==> src/hdl/gossip_view_cache_merge_macros.svh <==
// ----------------------------------------------------------------------------
// Gossip view cache assertion macros
// Concurrent assertion helpers; they compile to nothing when SYNTH is set.
// ----------------------------------------------------------------------------
`ifndef GOSSIP_VIEW_CACHE_MERGE_MACROS_SVH
`define GOSSIP_VIEW_CACHE_MERGE_MACROS_SVH
`ifndef SYNTH
// property that must hold at every clock edge outside reset
`define GVCM_ASSERT(name, clk, rst_n, prop) \
  name: assert property (@(posedge clk) disable iff (!rst_n) prop) \
    else $error("gvcm assertion failed");
// condition that must never be true outside reset
`define GVCM_ASSERT_NEVER(name, clk, rst_n, cond) \
  name: assert property (@(posedge clk) disable iff (!rst_n) !(cond)) \
    else $error("gvcm forbidden condition seen");
`else
`define GVCM_ASSERT(name, clk, rst_n, prop)
`define GVCM_ASSERT_NEVER(name, clk, rst_n, cond)
`endif
`endif

==> src/hdl/gvcm_pkg.sv <==
// ----------------------------------------------------------------------------
// Gossip view cache package
// Sizes, codes and the probe packet that walks the cell chain.
// ----------------------------------------------------------------------------
package gvcm_pkg;

  localparam int CACHE_DEPTH = 16;
  localparam int ID_BITS     = 16;

  // field widths of the transaction payloads
  localparam int AGENT_W = 16;
  localparam int TIME_W  = 32;
  localparam int RIDX_W  = 4;
  localparam int ECNT_W  = 5;
  localparam int CSIZE_W = 5;

  localparam int STORE_ID_W = (ID_BITS < AGENT_W) ? ID_BITS : AGENT_W;
  localparam int IDX_W      = $clog2(CACHE_DEPTH);
  localparam int CNT_W      = $clog2(CACHE_DEPTH + 1);

  // configuration port
  localparam int CFG_IDX_W  = 1;
  localparam int CFG_DATA_W = 32;
  localparam logic [CFG_IDX_W-1:0] REG_TTL        = 1'd0;
  localparam logic [CFG_IDX_W-1:0] REG_CACHE_SIZE = 1'd1;
  localparam logic [TIME_W-1:0]    TTL_RESET        = 32'd100;
  localparam logic [CSIZE_W-1:0]   CACHE_SIZE_RESET = 5'd16;

  typedef enum logic [1:0] {
    FUNC_INSERT = 2'd0,
    FUNC_EXPIRE = 2'd1,
    FUNC_READ   = 2'd2,
    FUNC_CLEAR  = 2'd3
  } func_e;

  // probe packet, updated by every cell it passes
  typedef struct packed {
    func_e                  func;
    logic [STORE_ID_W-1:0]  agent;
    logic [TIME_W-1:0]      ts;
    logic                   exp_en;
    logic [TIME_W-1:0]      exp_limit;
    logic                   rd_ok;
    logic [IDX_W-1:0]       rd_idx;
    logic                   match;
    logic [IDX_W-1:0]       match_idx;
    logic [TIME_W-1:0]      match_time;
    logic                   free_found;
    logic [IDX_W-1:0]       free_idx;
    logic                   old_have;
    logic [IDX_W-1:0]       old_idx;
    logic [TIME_W-1:0]      old_time;
    logic [CNT_W-1:0]       cnt;
    logic                   rd_valid;
    logic [STORE_ID_W-1:0]  rd_agent;
    logic [TIME_W-1:0]      rd_time;
  } pkt_t;

  // write-back broadcast to the cells at the end of an insert
  typedef struct packed {
    logic                   en;
    logic [IDX_W-1:0]       idx;
    logic [STORE_ID_W-1:0]  agent;
    logic [TIME_W-1:0]      ts;
  } wr_t;

endpackage

==> src/hdl/gvcm_cell.sv <==
// ----------------------------------------------------------------------------
// Gossip view cache cell
// One cache slot; folds its entry into the passing probe packet.
// ----------------------------------------------------------------------------
module gvcm_cell
  import gvcm_pkg::*;
(
  input  logic             clk_i,
  input  logic             rst_ni,
  input  logic [IDX_W-1:0] cell_idx_i,
  input  logic             in_v_i,
  input  pkt_t             pkt_i,
  input  logic             hold_i,
  input  logic             clear_i,
  input  wr_t              wr_i,
  output logic             out_v_o,
  output pkt_t             pkt_o
);

  logic                  valid_q, valid_d;
  logic [STORE_ID_W-1:0] agent_q;
  logic [TIME_W-1:0]     time_q;
  logic                  out_v_q;
  pkt_t                  pkt_q, pkt_d;
  logic                  hit, drop, wr_hit;

  assign hit    = valid_q && (agent_q == pkt_i.agent);
  assign drop   = (pkt_i.func == FUNC_EXPIRE) && pkt_i.exp_en && valid_q &&
                  (time_q < pkt_i.exp_limit);
  assign wr_hit = wr_i.en && (wr_i.idx == cell_idx_i);

  always_comb begin
    pkt_d = pkt_i;
    if (!pkt_i.match && hit) begin
      pkt_d.match      = 1'b1;
      pkt_d.match_idx  = cell_idx_i;
      pkt_d.match_time = time_q;
    end
    // first free slot in ascending order
    if (!pkt_i.free_found && !valid_q) begin
      pkt_d.free_found = 1'b1;
      pkt_d.free_idx   = cell_idx_i;
    end
    // strictly older only, so the lowest slot wins a tie
    if (valid_q && (!pkt_i.old_have || (time_q < pkt_i.old_time))) begin
      pkt_d.old_have = 1'b1;
      pkt_d.old_idx  = cell_idx_i;
      pkt_d.old_time = time_q;
    end
    if (pkt_i.rd_ok && (pkt_i.rd_idx == cell_idx_i) && valid_q) begin
      pkt_d.rd_valid = 1'b1;
      pkt_d.rd_agent = agent_q;
      pkt_d.rd_time  = time_q;
    end
    if (valid_q && !drop) begin
      pkt_d.cnt = pkt_i.cnt + CNT_W'(1);
    end
  end

  always_comb begin
    valid_d = valid_q;
    priority if (clear_i) begin
      valid_d = 1'b0;
    end else if (wr_hit) begin
      valid_d = 1'b1;
    end else if (in_v_i && drop) begin
      valid_d = 1'b0;
    end
  end

  always_ff @(posedge clk_i or negedge rst_ni) begin
    if (!rst_ni) begin
      valid_q <= 1'b0;
      out_v_q <= 1'b0;
    end else begin
      valid_q <= valid_d;
      out_v_q <= in_v_i || (out_v_q && hold_i);
    end
  end

  always_ff @(posedge clk_i) begin
    if (wr_hit) begin
      agent_q <= wr_i.agent;
      time_q  <= wr_i.ts;
    end
    if (in_v_i) begin
      pkt_q <= pkt_d;
    end
  end

  assign out_v_o = out_v_q;
  assign pkt_o   = pkt_q;

endmodule

==> config.mk <==
export PLATFORM = sky130hd
export DESIGN_NAME = gvcm_cell
export DESIGN_NICKNAME = d
export VERILOG_FILES = /design/src/hdl/gossip_view_cache_merge_macros.svh /design/src/hdl/gvcm_pkg.sv /design/src/hdl/gvcm_cell.sv
export SDC_FILE = /design/constraint.sdc
export NUM_CORES = 1
export LEC_CHECK = 0
export BUFFER_PORTS_ARGS = -buffer_cell sky130_fd_sc_hd__buf_2
export CAP_MARGIN = 20
export CORE_AREA = 4 4 192 194
export CTS_CLUSTER_DIAMETER = 60
export DETAILED_ROUTE_END_ITERATION = 8
export DIE_AREA = 0 0 196 198
export HOLD_SLACK_MARGIN = 0.03
export PLACE_DENSITY = 0.6
export SYNTH_ARGS = -nofsm -noshare
export SYNTH_HDL_FRONTEND = slang
export SYNTH_SLANG_ARGS = --single-unit
==> constraint.sdc <==
create_clock -name clk_i -period 2.5 [get_ports clk_i]
set_clock_uncertainty 0.05 [all_clocks]
set_input_delay 0.375 -clock clk_i [delete_from_list [all_inputs] [get_ports clk_i]]
set_output_delay 0.375 -clock clk_i [all_outputs]
set_load 0.005 [all_outputs]
### Word-level counts from Yosys, hierarchy flattened

Cells that the tools add are included.
Widths: inputs -> output; s select.

* output and inout bits: 222
* input port bits: 283
* register bits: 271
* logic and storage cells: 59

* add/sub/neg operators: 1
* order comparisons: 2
* reduce and logical (&&, ||, !) cells: 21
* muxes and demuxes: 8
* equality and inequality tests: 4

Operator list (count)
* $mux 36: 2
* $lt 32x32->1: 2
* $mux 48: 1
* $eq 16x16->1: 1
* $logic_and 1x1->1: 13
* $eq 4x4->1: 2
* $add 5x1->5 const B: 1
* $logic_not 1->1: 5
* $mux 5: 1
* $mux 4: 1
* $mux 1: 3
* $reduce_bool 3->1: 1
* $eq 2x1->1 const B: 1
* $logic_or 1x1->1: 2

### Depth between registers and ports, before layout

Gate-level depths: netlist of run 1.

* depth in word-level cells: 8
* gate-level depth with buffers: 11
* mapped depth without buffers: 9

### Least setup slack after synthesis of run 1

OpenSTA, ideal clock, no wires.

* path kind: input-to-reg
* start: input port cell_idx_i[2]
* end: register agent_q[0] (enable)
* path buffers: 0
* cell stages on the path: 2
* setup slack: -3.476 ns
* library setup time: 0.579 ns
* arrival: 5.347 ns
* path through: xor2_1 nor4_1

* word-level cells in the longest chain between the ends: 2

RTL lines
* start, declared: RTL line gvcm_cell.sv:10 `input logic [IDX_W-1:0] cell_idx_i,`
* $eq 4x4->1: RTL line gvcm_cell.sv:30 `assign wr_hit = wr_i.en && (wr_i.idx == cell_idx_i);`
* $logic_and 1x1->1: RTL line gvcm_cell.sv:30
* named net wr_hit: RTL line gvcm_cell.sv:25 `logic hit, drop, wr_hit;`
* end signal, assigned: RTL line gvcm_cell.sv:83 `agent_q <= wr_i.agent;`
* end, declared: RTL line gvcm_cell.sv:21 `logic [STORE_ID_W-1:0] agent_q;`

The timed path passes the listed nets, and every way through them passes these cells.
A chain may end at the register's enable or synchronous reset.

==> impl_metrics.toml, run 1 <==
[setup_path]
timing.critical_path.arrival_ps = 2970
worst_path_max_stage_delay_ps = 470
critical_path.cell_chain = "ha_4 -> nand4_1 -> or3_4 -> buf_4 -> o21ai_4 -> a22o_4 -> buf_12 -> mux2_4"
rr_worst_depth = 8
worst_setup_path_end_kind = "flip-flop"
critical_path.slowest_cell = "or3_4"
path_class = "flip-flop to flip-flop"
critical_path.max_fanout = 8
setup.worst_path.start_class = "flip-flop"
data_required_critical_path_ps = 2710

[pwr]
p_leak_nw = 8.20
ir_drop_mv = 0.492
powerDensity_nw_per_um2 = 639

[drt]
final_wirelength_mm = 38.8
routed_via_density = 4.60
ant_nets = 0
avgRoutedWirePerCell_um = 20.2
drt-pass1-iter-count = 6
remaining_design_rule_violation_count = 0
first_iter_violations = 338
detailroute.via_count = 8850

[timing]
final_hold_viol_count = 0
max_freq_mhz = 362
rsz_0062_raised_after_global_routing = "true"
final-max-slew-violation-count = 0
timing.final.crit_share_pct = 110
layout_min_cycle_time_ps = 2760
tightest_slew_ps = 634
timing.final.setup_violations = 37
hold-worst-slack_ps = 62.6
timing.final.ws_setup_ps = -262
slew-limit-headroom_pct = 57.7

[place]
placed_cells_incl_taps = 1714
gp_congestion = 0.798
place_hpwl_mm = 28.5
io_buffer_count = 504

[clocking]
cts_inserted_buffers = 35
clock_insertion_delay_worst_skew_ps = 510
clkSlewWorstSetupHoldPaths_ps = 60
tritoncts_clock_tree = "done"
tritoncts_num_sinks = 271
cts-htree-levels = 2
clk_root_buf = "clkbuf_16"
ctsLongestPathBuffers = 3

[cells_and_area]
layout-area-overhead-vs-synth_pct = 57.5
layout_cells_excl_fill = 1925
fillerInstances = 2951
multi_input_combinational_cell_area_um2 = 3670
design.final.nets = 1783
fraction_of_final_layout_cells_sized_beyond_drive_strength_1_pct = 55.9
seq_area_um2 = 8130

[synthesis]
post_synth.cell_area_avg_um2 = 17.1
ys_top_cells_by_area = "edfxtp_1 (69%), mux2_2 (8.6%), ha_1 (6.7%)"
share_of_flip_flops_with_an_asynchronous_set_or_reset_after_synthesis_pct = 0.738
synthesized_nets = 1033
total_of_flip_flops_plus_latches_after_synthesis = 271
synthesis.instances = 687
yosysMostFrequentCell = "edfxtp_1"
yosysWarningCount = 0
ys_dominant_reg_cell = "edfxtp_1"
synth.yosys.seq_area_share_pct = 69.2
synth.cell_area_um2 = 11800
synth_common_cells = "edfxtp_1 (269), mux2_2 (90), inv_1 (67), ha_1 (63), mux2_4 (30)"
post-synth-top-area-cell = "edfxtp_1"
synth-edff-count = 269
post_synth_num_cell_types = 50
netlist.area_leader.share_pct = 68.7

[grt]
grt_start_max_net_pins = 66
globalRoute.totalOverflow = 0
groute.usage.overall_pct = 18.5
first_global_vias = 9483
grt_antenna_before_repair = 9
grt_first_pass_wirelength_mm = 55.0

[die]
design.core.area_um2 = 35200
dieHeight_um = 198
initial_utilization_pct = 33.4
ios = 505
placement_rows = 69
die-width_um = 196
floorplan.die_area_um2 = 38800

[run_status]
outcome = "finished, violations left"
failed_checks = "negative setup slack"

[hold_path]
worstHoldPathType = "input port to flip-flop"
worst_hold_path_cell_count = 1

[job]
cap_violations = 0
==> per-stage QoR <==
step                      util, %  setup WS, ps  power [W]  TNS, ps  instance area [um^2]
final                        52.5          -262     0.0118    -8710                 18500
after global routing         52.5          -337     0.0123   -11710                 18500
after CTS                    51.4          -268     0.0119    -8670                 18100
after detailed placement     43.9          -435    0.00668   -15560                 15500
after global placement       43.9          -382    0.00665   -13380                 15500
after floorplan                 -          -230    0.00589   -11210                 11800
==> final cells by class <==
| class | count | area share [%] |
|---|---|---|
| well taps | 461 | 3.12 |
| flip-flops and latches | 271 | 43.9 |
| clock buffers | 40 | 5.06 |
| diodes | 4 | 0.0541 |
| clock inverters | 20 | 1.10 |
| inverters | 67 | 1.36 |
| repair buffers | 727 | 25.5 |
| multi-input cells | 335 | 19.9 |
==> cells in the final DEF, fill, tap and decap left out, drive strengths merged, types with 8 or more instances in the layout <==
cell	Yosys	layout
a21o	9	9
a21oi	19	19
buf	9	596
clkbuf	5	41
clkinv	0	9
dlygate4sd3	0	130
edfxtp	269	269
ha	63	63
inv	67	73
mux2	123	123
nand2	17	17
nand4	11	11
o21ai	11	11
xnor2	8	8
xor2	17	17
==> registers in the layout, indices dropped and copies added (netlist names) <==
register	count
agent_q	16
out_v_o	1
pkt_o	221
time_q	32
valid_q	1
==> worst paths after layout <==
kind                                 startpoint                   end  slack (ps)
max                        time_q[31]$_DFFE_PP_   pkt_o[84]$_DFFE_PP_        -260
min                                  pkt_i[133]  pkt_o[133]$_DFFE_PP_          60
max reg2reg                time_q[31]$_DFFE_PP_   pkt_o[84]$_DFFE_PP_        -260
min reg2reg                   out_v_o$_DFF_PN0_     out_v_o$_DFF_PN0_         470
max in group asynchronous                rst_ni     out_v_o$_DFF_PN0_        2130
min in group asynchronous                rst_ni   valid_q$_DFFE_PN0P_         160
==> power by group <==
| group | internal, W | switching, W |
|---|---|---|
| combinational | 0.000787 | 0.000624 |
| clock | 0.00303 | 0.00196 |
| sequential | 0.00533 | 0.0000869 |
| total | 0.00914 | 0.00268 |
==> worst max-delay path: cells and delay by family (launching register included) <==
family | cells | cell delay [ps]
buffers and inverters | 2 | 330
DFF | 1 | 440
muxes | 1 | 310
and+or+nand+nor | 2 | 660
adders and majority gates | 1 | 300
AOI/OAI and AO/OA | 2 | 410
==> timing repair <==
| action | CTS | global route |
|---|---|---|
| hold endpoints to repair | 131 | 0 |
| gates resized for setup | 23 | 52 |
| pin swaps | 7 | 31 |
| endpoints found under the setup margin | 41 | 78 |
| buffers inserted | 3 | 12 |
| gates cloned | 2 | 2 |
| hold buffers | 130 | 0 |
==> per-layer routing <==
| layer | up-vias | global-route usage [%] | part of all wire (%) |
|---|---|---|---|
| met3 | 68 | 5.56 | 8.3 |
| met4 | 6 | 5.40 | 2.6 |
| met1 | 4273 | 21.8 | 39 |
| met5 | - | 0 | 0.090 |
| met2 | 370 | 33.0 | 50 |
| li1 | 4133 | - | - |
==> kinds of logic (layout without fill, tap and decap cells) <==
family,count (synthesis),in the layout,synth area share (%)
compound gates,60,60,3.41
xor+xnor,25,25,1.86
fa+ha+maj,63,63,6.71
buf+inv,81,854,3.12
flops,271,271,69.2
mux,123,123,12.7
other cells,0,4,0
simple gates,64,64,2.98
Power figures use the tool's default switching activity.
==> inputs of run 2 (changes only) <==
PLACE_DENSITY = 0.58   (was 0.6)
SLEW_MARGIN = 0   (was not set)
clock period = 2.95 ns   (was 2.5 ns; I/O delays follow)
==> impl_metrics.toml, run 2 (same netlist as run 1, synthesis figures left out) <==
[run_status]
outcome = "completed"

[hold_path]
worstHoldPathType = "input port to flip-flop"

[cells_and_area]
layout-area-overhead-vs-synth_pct = 40.8
largest_register_ff_count = 221
design.final.nets = 1638
final_cell_mix = "buf_2 (503), edfxtp_1 (269), mux2_2 (90)"
fraction_of_final_layout_cells_sized_beyond_drive_strength_1_pct = 55.0
final_core_utilization_pct = 47.0
final_cell_area_um2 = 16500
layout.cells.most_common = "buf_2"

[setup_path]
data_required_critical_path_ps = 3170
worst_setup_path_end_kind = "flip-flop"
path_class = "flip-flop to flip-flop"
setup.worst_path.start_class = "flip-flop"
critical_path.max_fanout = 5
timing.critical_path.arrival_ps = 3010

[clocking]
ctsLongestPathBuffers = 3
clock_insertion_delay_worst_skew_ps = 510
tritoncts_clock_tree = "done"
clkSlewWorstSetupHoldPaths_ps = 60
cts_inserted_buffers = 35
tritoncts_num_sinks = 271
cts-htree-levels = 2
clk_root_buf = "clkbuf_16"

[timing]
timing.final.setup_violations = 0
slew-limit-headroom_pct = 48.2
max_freq_mhz = 358
rsz_0062_raised_after_global_routing = "false"
timing.final.crit_share_pct = 94.7
tightest_slew_ps = 769
final_hold_viol_count = 0
timing.final.ws_setup_ps = 158
final-max-slew-violation-count = 0
layout_min_cycle_time_ps = 2790

[die]
ios = 505
initial_utilization_pct = 33.4
placement_rows = 69
dieHeight_um = 198
die-width_um = 196
floorplan.die_area_um2 = 38800
design.core.area_um2 = 35200

[place]
place_ws_ps = -100
post_detailed_placement_cell_area_um2 = 15100
io_buffer_count = 504
place_hpwl_mm = 28.4
gp_congestion = 0.828

[drt]
remaining_design_rule_violation_count = 0
ant_nets = 0
routed_via_density = 4.64
final_wirelength_mm = 36.9
drt-pass1-iter-count = 4
detailroute.via_count = 8248
avgRoutedWirePerCell_um = 20.8
first_iter_violations = 309

[pwr]
p_leak_nw = 7.38
powerDensity_nw_per_um2 = 565
ir_drop_mv = 0.365

[job]
cap_violations = 0

[grt]
groute.usage.overall_pct = 17.9
grt_start_max_net_pins = 69
grt_first_pass_wirelength_mm = 52.7
globalRoute.totalOverflow = 0
grt_antenna_before_repair = 4
first_global_vias = 8517
[run 2: cell count changes in the layout (fill, tap and decap cells not counted), sizes merged, moves of 3 or more]
cell / change
clkinv: -3
clkbuf: +7
dlygate4sd3: -99
bufinv: -3
buf: -46
[run 2: area by class of cell]
| type | count | area [um^2] |
|---|---|---|
| Fill cell | 3214 | 18700 |
| Inverter | 67 | 251 |
| Timing Repair Buffer | 582 | 3290 |
| Antenna cell | 3 | 7.51 |
| Clock buffer | 47 | 921 |
| Multi-Input combinational cell | 335 | 3290 |
| Sequential cell | 271 | 8130 |
| Tap cell | 461 | 577 |
| Clock inverter | 12 | 82.6 |
[run 2: path summary, 6_finish.rpt]
check	startpoint	end	slack [ps]	cells after the start
setup / recovery	time_q[23]$_DFFE_PP_	pkt_o[50]$_DFFE_PP_	160	8
hold / removal	wr_i[3]	time_q[3]$_DFFE_PP_	60	1
setup reg to reg	time_q[23]$_DFFE_PP_	pkt_o[50]$_DFFE_PP_	160	8
hold reg to reg	out_v_o$_DFF_PN0_	out_v_o$_DFF_PN0_	500	2
max in group asynchronous	rst_ni	out_v_o$_DFF_PN0_	2470	2
min in group asynchronous	rst_ni	valid_q$_DFFE_PN0P_	260	2
[run 2: where the power goes]
part / leakage [nW] / switching, W / internal [W]
combinational: 4.28 / 0.000470 / 0.000519
sequential: 2.62 / 0.0000750 / 0.00452
clock: 0.484 / 0.00157 / 0.00220
total: 7.38 / 0.00211 / 0.00724
[run 2: what timing repair did]
action | in CTS | in global routing
pin swaps | 0 | 1
buffers inserted | 0 | 7
hold buffers | 30 | 1
setup endpoints to repair | 3 | 23
gates resized for setup | 1 | 3
endpoints found under the hold margin | 31 | 1
gates cloned | 0 | 1
[run 2: through the flow]
stage	TNS, ps	power [W]	hold WS, ps	instances
final	0	0.00935	64.8	1778
after global routing	0	0.00975	35.4	1778
after CTS	0	0.00949	30.1	1766
after detailed placement	-924	0.00563	203	1677
after global placement	-167	0.00561	208	1677
after floorplan	0	0.00499	96.9	687
[run 2: worst max-delay path, stage by stage, from the launching register on]
cell,delay [ps]
edfxtp_1,390
buf_4,170
ha_1,290
nand4_1,170
nor3_1,510
buf_4,210
o31ai_2,100
o21ai_2,300
mux2_2,370
[run 2: routing by layer]
layer	part of all wire (%)	global-route usage [%]	wire length, um	vias up
met4	1.5	4.16	565	2
met1	38	20.9	14100	4048
li1	-	-	-	3833
met3	8.0	5.38	2970	38
met2	52	32.5	19300	327
met5	0.035	0	13	-
